### src/design/dft_ramp_weighted_spectral_filter_top_macros.svh
// Assertion macros for the DFT ramp filter block.
// Included by modules that carry concurrent checks; no other dependency.
`ifndef DFT_RAMP_WEIGHTED_SPECTRAL_FILTER_TOP_MACROS_SVH
`define DFT_RAMP_WEIGHTED_SPECTRAL_FILTER_TOP_MACROS_SVH
`ifndef SYNTHESIS
`define ASSERT_IMPL(label, clk, rst_n, prop) \
    label: assert property (@(posedge clk) disable iff (!rst_n) prop) \
    else $error("assertion failed");
`define ASSERT_NEXT(label, clk, rst_n, a, b) \
    label: assert property (@(posedge clk) disable iff (!rst_n) (a) |=> (b)) \
    else $error("assertion failed");
`else
`define ASSERT_IMPL(label, clk, rst_n, prop)
`define ASSERT_NEXT(label, clk, rst_n, a, b)
`endif
`endif

### src/design/drwsf_pkg.sv
// Shared types, constants and twiddle function for the DFT ramp filter.
// No dependencies.
package drwsf_pkg;

    localparam int unsigned TABLE_LOG2 = 6;

    // Phase of the MAC loop
    typedef enum logic [1:0] {
        PH_FWD = 2'd0,
        PH_INV = 2'd1
    } phase_t;

    // Controller to datapath commands
    typedef struct packed {
        logic       clear;     // zero accumulators
        logic       mac;       // accumulate one product
        logic       phase;     // 0 forward, 1 inverse
        logic [5:0] row;       // outer index (k or i)
        logic [5:0] col;       // inner index (i or k)
        logic       wr_spec;   // finalize forward bin
        logic       emit;      // finalize output
        logic       last;
    } dp_cmd_t;

    // Quarter-wave cosine, Q1.15
    function automatic logic signed [16:0] quarter_cos(input logic [4:0] m);
        logic signed [16:0] r;
        unique case (m)
            5'd0: r = 17'sd32767;  5'd1: r = 17'sd32610;  5'd2: r = 17'sd32138;
            5'd3: r = 17'sd31357;  5'd4: r = 17'sd30274;  5'd5: r = 17'sd28899;
            5'd6: r = 17'sd27246;  5'd7: r = 17'sd25330;  5'd8: r = 17'sd23170;
            5'd9: r = 17'sd20788;  5'd10: r = 17'sd18205; 5'd11: r = 17'sd15447;
            5'd12: r = 17'sd12540; 5'd13: r = 17'sd9512;  5'd14: r = 17'sd6393;
            5'd15: r = 17'sd3212;  default: r = 17'sd0;
        endcase
        return r;
    endfunction

    function automatic logic signed [16:0] cos_at(input logic [5:0] m);
        logic signed [16:0] r;
        if (m <= 6'd16)      r = quarter_cos(m[4:0]);
        else if (m <= 6'd32) r = -quarter_cos(5'(6'd32 - m));
        else if (m <= 6'd48) r = -quarter_cos(5'(m - 6'd32));
        else                 r = quarter_cos(5'(7'd64 - {1'b0, m}));
        return r;
    endfunction

endpackage

### src/design/drwsf_ctrl.sv
// Controller: load counting and sequencing of both DFT passes.
// Depends on drwsf_pkg.
module drwsf_ctrl (
    input  logic               clk,
    input  logic               rst_n,
    input  logic               cfg_we,
    input  logic [2:0]         lg,        // active log2 length
    input  logic               in_fire,
    input  logic               out_busy,  // output register full and not drained
    output logic               in_rdy,
    output logic [5:0]         load_addr,
    output drwsf_pkg::dp_cmd_t cmd
);

    typedef enum logic [2:0] {
        ST_LOAD, ST_MAC, ST_FIN, ST_WAIT
    } state_t;

    state_t      state_reg;
    logic [6:0]  load_reg;
    logic        phase_reg;
    logic [6:0]  row_reg;
    logic [6:0]  col_reg;
    logic [6:0]  n;

    assign n         = 7'd1 << lg;
    assign in_rdy    = (state_reg == ST_LOAD);
    assign load_addr = load_reg[5:0];

    // Commands are combinational decodes of the registered counters and out_busy
    always_comb
    begin
        cmd         = '0;
        cmd.phase   = phase_reg;
        cmd.row     = row_reg[5:0];
        cmd.col     = col_reg[5:0];
        cmd.clear   = (state_reg == ST_MAC) && (col_reg == 7'd0);
        // the drain cycle (col == n) issues no product
        cmd.mac     = (state_reg == ST_MAC) && (col_reg < n);
        cmd.wr_spec = (state_reg == ST_FIN) && !phase_reg;
        cmd.emit    = (state_reg == ST_FIN) && phase_reg && !out_busy;
        cmd.last    = (row_reg == n - 7'd1);
    end

    always_ff @(posedge clk or negedge rst_n)
    begin
        if (!rst_n)
        begin
            state_reg <= ST_LOAD;
            load_reg  <= '0;
            phase_reg <= 1'b0;
            row_reg   <= '0;
            col_reg   <= '0;
        end
        else
        begin
            unique case (state_reg)
                ST_LOAD:
                begin
                    if (cfg_we)
                        load_reg <= '0;
                    else if (in_fire)
                    begin
                        if (load_reg + 7'd1 >= n)
                        begin
                            load_reg  <= '0;
                            state_reg <= ST_MAC;
                            phase_reg <= 1'b0;
                            row_reg   <= '0;
                            col_reg   <= '0;
                        end
                        else
                            load_reg <= load_reg + 7'd1;
                    end
                end
                ST_MAC:
                begin
                    // the extra col == n step lets the registered store read drain
                    if (col_reg == n)
                        state_reg <= ST_WAIT;
                    col_reg <= col_reg + 7'd1;
                end
                ST_WAIT:
                    state_reg <= ST_FIN;
                ST_FIN:
                begin
                    if (!phase_reg || !out_busy)
                    begin
                        col_reg <= '0;
                        if (row_reg == n - 7'd1)
                        begin
                            row_reg <= '0;
                            if (phase_reg)
                                state_reg <= ST_LOAD;
                            else
                            begin
                                phase_reg <= 1'b1;
                                state_reg <= ST_MAC;
                            end
                        end
                        else
                        begin
                            row_reg   <= row_reg + 7'd1;
                            state_reg <= ST_MAC;
                        end
                    end
                end
                default:
                    state_reg <= ST_LOAD;
            endcase
        end
    end

endmodule

### config.mk
export PLATFORM = sky130hd
export DESIGN_NAME = drwsf_ctrl
export DESIGN_NICKNAME = d
export VERILOG_FILES = /design/src/design/dft_ramp_weighted_spectral_filter_top_macros.svh /design/src/design/drwsf_pkg.sv /design/src/design/drwsf_ctrl.sv
export SDC_FILE = /design/constraint.sdc
export NUM_CORES = 1
export LEC_CHECK = 0
export BUFFER_PORTS_ARGS = -buffer_cell sky130_fd_sc_hd__buf_2
export CAP_MARGIN = 5
export CORE_UTILIZATION = 27
export DETAILED_ROUTE_END_ITERATION = 8
export PLACE_DENSITY = 0.48
export SLEW_MARGIN = 30
export SYNTH_ARGS = -nofsm -noshare
export SYNTH_HDL_FRONTEND = slang
export SYNTH_SLANG_ARGS = --single-unit
### constraint.sdc
create_clock -name clk -period 7.8 [get_ports clk]
set_input_delay 1.56 -clock clk [delete_from_list [all_inputs] [get_ports clk]]
set_output_delay 1.56 -clock clk [all_outputs]
set_load 0.005 [all_outputs]
# Word level (Yosys, flattened, before mapping)
# Cells that the tools add are included.
[word_totals] regBits=25 word_cells=66 inputBits=8
[op_classes] n_lt_le_gt_ge=2 muxes=25 n_addsub=4 reduce_logical=18 shift=1 eq_ne=11
[op_table] op="7-bit 2-to-1 mux" count=9
[op_table] op="7-bit by 1-bit adder with 7-bit output, second input constant" count=3
[op_table] op="7-bit case mux with 3 select lines" count=1
[op_table] op="3-bit 2-to-1 mux" count=6
[op_table] op="5-bit AND reduction" count=3
[op_table] op="7-bit == test" count=2
[op_table] op="7-bit case mux with 2 select lines" count=1
[op_table] op="3-bit case mux with 4 select lines" count=1
[op_table] op="7-bit >= comparator" count=1
[op_table] op="7-bit zero test" count=1
[op_table] op="7-bit < comparator" count=1
[op_table] op="1-bit by 3-bit << shifter with 7-bit output, first input constant" count=1
[op_table] op="7-bit by 1-bit subtractor with 7-bit output, second input constant" count=1
[op_table] op="3-bit by 2-bit == test with 1-bit output, second input constant" count=2
[op_table] op="1-bit 2-to-1 mux" count=6
[op_table] op="2-bit by 1-bit inequality test with 1-bit output, second input constant" count=3
[op_table] op="2-bit inequality test, second input constant" count=3
[op_table] op="6-bit AND reduction" count=1
[op_table] op="1-bit logical AND" count=5
[op_table] op="2-bit nonzero test" count=2
[op_table] op="3-bit by 1-bit == test with 1-bit output, second input constant" count=1
[op_table] op="3-bit zero test" count=1
[op_table] op="3-bit nonzero test" count=1
[op_table] op="1-bit zero test" count=2
[op_table] op="other kinds (3)" count=3

# Depth between registers and ports, before layout
# Gate-level depths: netlist of run 1.
[logic_depth] depth_word=6 ltp_mapped=12 ltp_nobuf=10

# Least setup slack after synthesis of run 1
# No wires, ideal clock.
[synth_path] path_kind="input port to output port" from="input lg[1]" to="output cmd[16] (netlist bit)" arrival_time_ns=3.588 path_stages=10 n_path_buf=2 slack_ns=2.652 path_cell_list="buf_2 clkbuf_1 or3b_2 ha_1 nor2b_1 o21a_1 o21ai_0 nand2b_1 a2111oi_0 or3_1"
[synth_rtl] item="start, declared" line_no="drwsf_ctrl.sv:7" source="input logic [2:0] lg,"
[synth_rtl] item="end, declared" line_no="drwsf_ctrl.sv:12" source="output drwsf_pkg::dp_cmd_t cmd"

==> results of run 1 <==
-- worst reg2reg max path: stages, from the launching register on --
cell and delay (ps):
dfrtp_1 470, ha_1 290, nand2_1 80, nor2_1 120
xor2_1 100, ha_1 300, nand4_1 90, o311a_1 510
a21oi_1 630, o21ai_1 150, a22o_1 220
-- how the worst max path moves through the flow --
stage               slack [ps]  start  cells past startpoint       to
floorplan                 2650  lg[1]                     10  cmd[16]
CTS                       2530  lg[0]                     10  cmd[16]
detailed placement        2540  lg[0]                     10  cmd[16]
finish                    2520  lg[0]                     10  cmd[16]
global placement          2540  lg[0]                     10  cmd[16]
global route              2420  lg[0]                     10  cmd[16]
-- placed cells by master, fill, tap and decap left out, types with 5 or more instances in the layout --
master	count
nand2b_1	5
xor2_1	5
and3_1	6
nand3_1	8
o21ai_0	7
inv_1	6
nand2_1	21
buf_2	32
nor2_1	15
nor2b_1	5
nand4_1	8
a22o_1	8
dfrtp_1	24
o21ai_1	5
a21oi_1	7
xnor2_1	5
ha_1	18
-- per-stage QoR --
stage                     power (W)  hold slack (ps)  cell area [um2]
after global routing       0.000525              553             2180
final                      0.000484              504             2180
after floorplan            0.000328              459             2000
after global placement     0.000374              482             2110
after detailed placement   0.000375              490             2110
after CTS                  0.000493              512             2180
-- power groups by stage --
stage | clock, W | sequential [W] | combinational [W]
floorplan | 0 | 0.000168 | 0.000160
global placement | 0 | 0.000185 | 0.000189
detailed placement | 0 | 0.000184 | 0.000190
CTS | 0.000119 | 0.000182 | 0.000193
global route | 0.000121 | 0.000186 | 0.000218
finish | 0.000113 | 0.000181 | 0.000190
-- per-layer routing --
layer	vias up	part of all wire	track usage
met5	-	0	0
met4	0	0.0063	0.0367
met3	2	0.046	0.0226
met2	39	0.45	0.209
met1	747	0.49	0.179
li1	833	-	-
-- logic make-up (layout without fill, tap and decap cells) --
| kind of cell | count (synthesis) | count (layout) | share of synthesized area |
|---|---|---|---|
| multiplexers | 2 | 2 | 0.0106 |
| buffers and inverters | 32 | 42 | 0.0964 |
| adder cells (fa/ha/maj) | 18 | 18 | 0.113 |
| XOR/XNOR | 10 | 10 | 0.0438 |
| flip-flops | 24 | 24 | 0.301 |
| AO/OA/AOI/OAI | 51 | 51 | 0.192 |
| AND/OR/NAND/NOR | 91 | 91 | 0.244 |
-- layout make-up --
type	count	area, um2	share of cell area
repair buffers	32	160	0.0735
clock buffers	3	41.3	0.0189
multi-input cells	172	1200	0.553
inverters	6	22.5	0.0103
flip-flops and latches	24	601	0.276
well taps	96	120	0.0551
clock inverters	1	30.0	0.0138
==> impl_metrics.env, run 1 <==
export IMPL_cts_sinks=24
export IMPL_path_common_cell="buf_2"
export IMPL_cts_tree="built"
export IMPL_r2r_setup_slack_ps=4740
export IMPL_fin_skew_ps=3.06
export IMPL_hold_depth=2
export IMPL_design_die_area_um2=7750
export IMPL_syn_nets=254
export IMPL_syn_to_final_growth_pct=9.08
export IMPL_min_from="load_reg[6]"
export IMPL_ant_nets=0
export IMPL_gp_congestion=0.769
export IMPL_async_flop_share=1.00
export IMPL_grt_max_degree=25
export IMPL_maxCapViolCount=0
export IMPL_max_clock_path_buffers=2
export IMPL_cp_data_arrival_time_ps=3720
export IMPL_p_leak_nw=1.07
export IMPL_synth_warnings=0
export IMPL_layout_drive_gt1_share=0.193
export IMPL_slowest_delay_ps=500
export IMPL_synth_edf_count=0
export IMPL_cp_end_kind="output pin"
export IMPL_vias=1621
export IMPL_setup_ws_ps=2520
export IMPL_critPathLaunchType="primary input"
export IMPL_num_rows=30
export IMPL_synth_top_area_share=0.301
export IMPL_wl_per_cell_um=13.9
export IMPL_fin_crit_ps=5280
export IMPL_cpLargestDelayFamily="simple AND/OR/NAND/NOR gates"
export IMPL_setup_viol=0
export IMPL_worstPathRequired_ps=6240
export IMPL_powerDensity_nw_per_um2=222
export IMPL_n_fill_cell=763
export IMPL_slew_violations=0
export IMPL_synth_area_per_cell_um2=8.76
export IMPL_ys_seq_elements=24
export IMPL_drc=0
export IMPL_slowest_stage="or3b_2"
export IMPL_grt_pass1_wl_um=7810
export IMPL_ys_flop_type="dfrtp_1"
export IMPL_switchingPower_w=0.000183
export IMPL_ios=33
export IMPL_antenna_found_initial=0
export IMPL_fin_cells=334
export IMPL_cts_made_buffers=3
export IMPL_peakVddDrop_mv=0.0658
export IMPL_first_global_vias=1536
export IMPL_timing_setup_tns_ps=0
export IMPL_combPwrFrac=0.392
export IMPL_worstReg2RegStart="load_reg[0]"
export IMPL_rsz0062_at_grt="false"
export IMPL_post_place_cells=330
export IMPL_postCtsSetupBuffers=0
export IMPL_finalHoldViolCount=0
export IMPL_coreArea_um2=6980
export IMPL_firstDrtPassIters=6
export IMPL_htreeDepth=1
export IMPL_track_usage=0.130
export IMPL_ff2ff_path_depth=10
export IMPL_timing_rr_end="row_reg[6]"
export IMPL_hold_class="flop to flop"
export IMPL_synth_distinct_cells=51
export IMPL_relSlewSlack=0.542
export IMPL_synthesis_instances=228
export IMPL_post_route_util=0.312
export IMPL_placement_io_buffers=32
export IMPL_initial_utilization=0.286
export IMPL_cts_resized=0
export IMPL_cp_max_fo=14
export IMPL_die_w_um=88.0
export IMPL_clk_insertion_delay_late_ps=270
export IMPL_max_freq_ghz=0.189
export IMPL_whs_endpoint="load_reg[6]"
export IMPL_preCtsSetupSlack_ps=2540
export IMPL_cts_reportedPaths_clkPinSlew_ps=90
export IMPL_totalWireLength_um=4630
export IMPL_cts_hold_buf=0
export IMPL_synth_top_area_cell="dfrtp_1"
export IMPL_fin_nets=265
export IMPL_drt_iter0_drc=73
export IMPL_synth_yosys_seq_area_share=0.301
export IMPL_intPower_w=0.000301
export IMPL_n_antenna_cell=0
export IMPL_routed_via_density=4.85
export IMPL_min_period_over_period=0.677
export IMPL_seqPwrFrac=0.374
export IMPL_switching_share=0.379
export IMPL_synth_most_common_cell="dfrtp_1"
export IMPL_synth_top_cells_by_area="dfrtp_1 30%, ha_1 11%, buf_4 7.1%, nand2_1 3.9%, a22o_1 3.5%"
export IMPL_synth_area_um2=2000
export IMPL_die_h_um=88.0
export IMPL_netlist_top_cells_count="24 x dfrtp_1, 21 x nand2_1, 19 x buf_4"
export IMPL_crit_buf_inv=2
export IMPL_outcome="finished, final reports clean"
export IMPL_overflow=0
export IMPL_dp_final_hpwl_um=3450
export IMPL_worstSetupPathType="primary input to output pin"
export IMPL_pwr_share_clk=0.234
export IMPL_tightest_slew_ps=688
export IMPL_path_cells="buf_2 -> or3b_2 -> ha_1 -> nor2b_1 -> o21a_1 -> o21ai_0 -> nand2b_1 -> a2111oi_0 -> or3_1 -> buf_2"
export IMPL_root_buffer="clkbuf_8"
Note: power is estimated with default switching activity, not from simulation.
==> run 2: changes to the inputs <==
==> constraint.sdc (replaced) <==
create_clock -name clk -period 5.35 [get_ports clk]
set_input_delay 1.07 -clock clk [delete_from_list [all_inputs] [get_ports clk]]
set_output_delay 1.07 -clock clk [all_outputs]
set_load 0.005 [all_outputs]
==> run 2 against run 1 <==
Effect of this change:
- non-clock buffer count is the same
- hold slack gained 3.3 ps
- critical path depth is the same
- via count shrank 1.1%
- power grew 45%
- sequential share of layout area is the same
- first-iteration DRC count shrank 5.5%
- routed wire length shrank 0.80%
- setup slack lost 1500 ps
- cell area is the same
- core utilization is the same
==> impl_metrics.env, run 2 (synthesized netlist as in run 1, its figures left out) <==
export IMPL_num_rows=30
export IMPL_wl_per_cell_um=13.7
export IMPL_cts_sinks=24
export IMPL_maxCapViolCount=0
export IMPL_fin_nets=265
export IMPL_cts_resized=0
export IMPL_max_freq_ghz=0.228
export IMPL_relSlewSlack=0.502
export IMPL_gp_congestion=0.764
export IMPL_cp_max_fo=14
export IMPL_powerDensity_nw_per_um2=322
export IMPL_layout_drive_gt1_share=0.193
export IMPL_cp_end_kind="output pin"
export IMPL_critPathLaunchType="primary input"
export IMPL_htreeDepth=1
export IMPL_coreArea_um2=6980
export IMPL_track_usage=0.127
export IMPL_overflow=0
export IMPL_finalHoldViolCount=0
export IMPL_grt_pass1_wl_um=7620
export IMPL_cp_data_arrival_time_ps=3310
export IMPL_rsz0062_at_grt="false"
export IMPL_crit_start="lg[0]"
export IMPL_syn_to_final_growth_pct=9.08
export IMPL_ant_nets=0
export IMPL_placement_io_buffers=32
export IMPL_ios=33
export IMPL_fin_crit_ps=4380
export IMPL_cts_tree="built"
export IMPL_clk_insertion_delay_late_ps=270
export IMPL_setup_viol=0
export IMPL_worstSetupPathType="primary input to output pin"
export IMPL_timing_setup_tns_ps=0
export IMPL_vias=1603
export IMPL_drc=0
export IMPL_firstDrtPassIters=4
export IMPL_worstReg2RegStart="load_reg[0]"
export IMPL_min_from="load_reg[6]"
export IMPL_design_die_area_um2=7750
export IMPL_tightest_slew_ps=747
export IMPL_grt_max_degree=25
export IMPL_cts_hold_buf=0
export IMPL_hold_class="flop to flop"
export IMPL_drt_iter0_drc=69
export IMPL_die_h_um=88.0
export IMPL_fin_skew_ps=4.91
export IMPL_antenna_found_initial=0
export IMPL_max_clock_path_buffers=2
export IMPL_outcome="finished, final reports clean"
export IMPL_cts_reportedPaths_clkPinSlew_ps=90
export IMPL_final_cell_mix="32 x buf_2, 24 x dfrtp_1, 21 x nand2_1"
export IMPL_die_w_um=88.0
export IMPL_dp_final_hpwl_um=3410
export IMPL_holdWs_ps=508
export IMPL_p_leak_nw=1.07
export IMPL_totalWireLength_um=4590
export IMPL_postCtsSetupBuffers=0
export IMPL_layout_commonest_cell="buf_2"
export IMPL_root_buffer="clkbuf_8"
export IMPL_cts_made_buffers=3
export IMPL_slew_violations=0
export IMPL_peakVddDrop_mv=0.0933
export IMPL_worstPathRequired_ps=4280
export IMPL_min_period_over_period=0.818
export IMPL_routed_via_density=4.80
export IMPL_initial_utilization=0.286
export IMPL_first_global_vias=1500
export IMPL_n_antenna_cell=0
run 2: cell counts in the layout (fill, tap and decap cells not counted):
No cell type changed its count.
run 2: path summary, 6_finish.rpt:
check | endpoint | slack, ps | depth (start not counted)
setup / recovery | cmd[16] | 970 | 10
hold / removal | load_reg[6] | 510 | 2
setup reg to reg | row_reg[6] | 2260 | 10
hold reg to reg | load_reg[6] | 510 | 2
max in group asynchronous | load_reg[2] | 4170 | 1
min in group asynchronous | row_reg[0] | 790 | 1
run 2: routing by layer:
metal	vias to the layer above	GRT usage	wire length [um]
met5	-	0	0
met4	0	0.0396	40
met3	4	0.0189	156
met2	26	0.205	2030
met1	738	0.176	2360
li1	835	-	-
run 2: area by class of cell:
type	instances	area, um2
fill	771	4800
multi-input combinational	172	1200
sequential	24	601
timing repair buffer	32	160
tap	96	120
clock buffer	3	41.3
clock inverter	1	30.0
inverter	6	22.5
run 2: stage by stage:
stage | total power, W | utilization | std cells | worst slack, ps | area [um2]
finish | 0.000702 | 0.312 | 334 | 973 | 2180
global route | 0.000765 | 0.312 | 334 | 771 | 2180
CTS | 0.000717 | 0.312 | 334 | 1000 | 2180
detailed placement | 0.000546 | 0.302 | 330 | 1020 | 2110
global placement | 0.000545 | 0.302 | 330 | 1070 | 2110
floorplan | 0.000478 | - | 228 | 1180 | 2000
run 2: worst max-delay path: stages:
cell       delay, ps
buf_2            210
or3b_2           500
ha_1             300
nor2b_1          130
o21a_1           160
o21ai_0          160
nand2b_1          80
a2111oi_0        420
or3_1            180
buf_2            110
run 2: where the power goes:
group          internal, W  total [W]  switching (W)
combinational     0.000130   0.000275       0.000145
sequential        0.000208   0.000264      0.0000559
clock             0.000100   0.000164      0.0000636
==> run 3: changes to the inputs <==
--- a/config.mk
+++ b/config.mk
@@ -5,11 +5,12 @@
 export SDC_FILE = /design/constraint.sdc
 export NUM_CORES = 1
 export LEC_CHECK = 0
+export ABC_AREA = 1
 export BUFFER_PORTS_ARGS = -buffer_cell sky130_fd_sc_hd__buf_2
 export CAP_MARGIN = 5
 export CORE_UTILIZATION = 27
 export DETAILED_ROUTE_END_ITERATION = 8
-export PLACE_DENSITY = 0.48
+export PLACE_DENSITY = 0.49
 export SLEW_MARGIN = 30
 export SYNTH_ARGS = -nofsm -noshare
 export SYNTH_HDL_FRONTEND = slang
==> constraint.sdc (replaced) <==
create_clock -name clk -period 3.6 [get_ports clk]
set_input_delay 0.72 -clock clk [delete_from_list [all_inputs] [get_ports clk]]
set_output_delay 0.72 -clock clk [all_outputs]
set_load 0.005 [all_outputs]
==> run 3 against run 2 <==
Effect of this change:
- combinational power increased by 120%
- sequential power up 46%
- clock-buffer cell count unchanged
- hold slack got worse by 75 ps
- sequential share of layout area shrank 1.3 points
- routed wire length decreased by 0.20%
- via count increased by 14%
- clock power grew 2%
- highest routed layer unchanged
==> impl_metrics.env, run 3 <==
export IMPL_cp_end_kind="output pin"
export IMPL_netlist_top_cells_count="90 x nand2_1, 36 x nand3_1, 34 x inv_1"
export IMPL_hold_class="primary input to async pin"
export IMPL_cts_resized=0
export IMPL_routed_via_density=4.41
export IMPL_cp_data_arrival_time_ps=2060
export IMPL_num_rows=31
export IMPL_slowest_delay_ps=300
export IMPL_powerDensity_nw_per_um2=505
export IMPL_cp_max_fo=8
export IMPL_wl_per_cell_um=11.0
export IMPL_fin_crit_ps=2780
export IMPL_min_period_over_period=0.772
export IMPL_max_clock_path_buffers=2
export IMPL_setup_viol=0
export IMPL_worstPathRequired_ps=2880
export IMPL_crit_buf_inv=3
export IMPL_synth_top_area_share=0.283
export IMPL_n_fill_cell=826
export IMPL_cts_hold_buf=0
export IMPL_cts_made_buffers=3
export IMPL_ys_flop_type="dfrtp_1"
export IMPL_postCtsSetupBuffers=0
export IMPL_timing_setup_tns_ps=0
export IMPL_ios=33
export IMPL_path_common_cell="buf_2"
export IMPL_finalHoldViolCount=0
export IMPL_first_global_vias=1618
export IMPL_synth_edf_count=0
export IMPL_track_usage=0.118
export IMPL_synth_top_cells_by_area="dfrtp_1 28%, nand2_1 16%, ha_1 11%, nand3_1 8.5%, buf_4 6.7%"
export IMPL_grt_max_degree=25
export IMPL_design_die_area_um2=8230
export IMPL_fin_skew_ps=2.32
export IMPL_root_buffer="clkbuf_8"
export IMPL_layout_drive_gt1_share=0.189
export IMPL_synth_top_area_cell="dfrtp_1"
export IMPL_peakVddDrop_mv=0.224
export IMPL_syn_nets=329
export IMPL_layout_commonest_cell="nand2_1"
export IMPL_antenna_found_initial=0
export IMPL_cts_sinks=24
export IMPL_totalWireLength_um=4580
export IMPL_synth_most_common_cell="nand2_1"
export IMPL_gp_congestion=0.819
export IMPL_grt_pass1_wl_um=7850
export IMPL_tightest_slew_ps=797
export IMPL_synthesis_instances=303
export IMPL_die_h_um=90.7
export IMPL_critPathLaunchType="primary input"
export IMPL_final_cell_mix="90 x nand2_1, 36 x nand3_1, 34 x inv_1"
export IMPL_overflow=0
export IMPL_die_w_um=90.7
export IMPL_path_cells="buf_2 -> nand2_2 -> clkinv_1 -> nand2_1 -> ha_1 -> a21oi_1 -> o21ai_0 -> a211oi_1 -> buf_2"
export IMPL_drc=0
export IMPL_synth_area_um2=2130
export IMPL_cts_tree="built"
export IMPL_cpLargestDelayFamily="compound AO/OA/AOI/OAI gates"
export IMPL_initial_utilization=0.285
export IMPL_max_freq_ghz=0.360
export IMPL_dp_final_hpwl_um=3610
export IMPL_ant_nets=0
export IMPL_syn_to_final_growth_pct=7.53
export IMPL_htreeDepth=1
export IMPL_relSlewSlack=0.463
export IMPL_placement_io_buffers=32
export IMPL_n_antenna_cell=0
export IMPL_fin_nets=345
export IMPL_synth_area_per_cell_um2=7.02
export IMPL_setup_ws_ps=820
export IMPL_worstSetupPathType="primary input to output pin"
export IMPL_outcome="finished, final reports clean"
export IMPL_slowest_stage="ha_1"
export IMPL_rsz0062_at_grt="false"
export IMPL_synth_warnings=0
export IMPL_drt_iter0_drc=85
export IMPL_synth_distinct_cells=29
export IMPL_slew_violations=0
export IMPL_clk_insertion_delay_late_ps=270
export IMPL_vias=1833
export IMPL_p_leak_nw=1.29
export IMPL_synth_yosys_seq_area_share=0.283
export IMPL_ys_seq_elements=24
export IMPL_preCtsSetupSlack_ps=775
export IMPL_maxCapViolCount=0
export IMPL_firstDrtPassIters=4
export IMPL_coreArea_um2=7450
export IMPL_async_flop_share=1.00
export IMPL_cts_reportedPaths_clkPinSlew_ps=90
[run 3: cells by family (layout without fill, tap and decap cells)]
family	Yosys count	count (layout)	share of synthesized area
AND/OR/NAND/NOR	160	160	0.341
buffers and inverters	65	79	0.155
flip-flops	24	24	0.283
adder cells (fa/ha/maj)	18	18	0.106
XOR/XNOR	10	10	0.0412
AO/OA/AOI/OAI	26	26	0.0742
[run 3: per-stage QoR]
step	utilization	hold WS [ps]	power, W	instances	area [um2]
floorplan	-	424	0.000880	303	2130
global placement	0.301	495	0.000995	413	2240
detailed placement	0.301	496	0.000998	413	2240
CTS	0.307	464	0.00117	416	2290
global route	0.307	480	0.00128	416	2290
finish	0.307	433	0.00115	416	2290
[run 3: layer usage]
metal  global-route usage  share of wire  vias to the layer above
met1                0.166           0.54                      821
met4               0.0403          0.016                        0
met3               0.0160          0.022                        5
li1                     -              -                      978
met5                    0              0                        -
met2                0.182           0.42                       29
[run 3: where the power goes]
group          leakage (nW)  internal (W)  total [W]  switching, W
clock                0.0216     0.0000752   0.000168     0.0000927
sequential            0.326      0.000319   0.000386     0.0000669
combinational         0.945      0.000214   0.000601      0.000387
total                  1.29      0.000608    0.00115      0.000546
[run 3: final timing paths]
path / startpoint / end / slack, ps / cells after the start
max: lg[2] / cmd[16] / 820 / 9
min: rst_n / col_reg[0] / 430 / 1
max reg2reg: load_reg[0] / col_reg[4] / 1050 / 16
min reg2reg: load_reg[6] / load_reg[6] / 510 / 2
max in group asynchronous: rst_n / load_reg[4] / 2790 / 1
min in group clk: load_reg[6] / load_reg[6] / 510 / 2
[run 3: final cells by class]
type / count / area [um2] / area share
Clock buffer: 3 / 41.3 / 0.0181
Inverter: 44 / 165 / 0.0722
Multi-Input combinational cell: 214 / 1190 / 0.523
Sequential cell: 24 / 601 / 0.263
Tap cell: 99 / 124 / 0.0542
Timing Repair Buffer: 32 / 160 / 0.0701
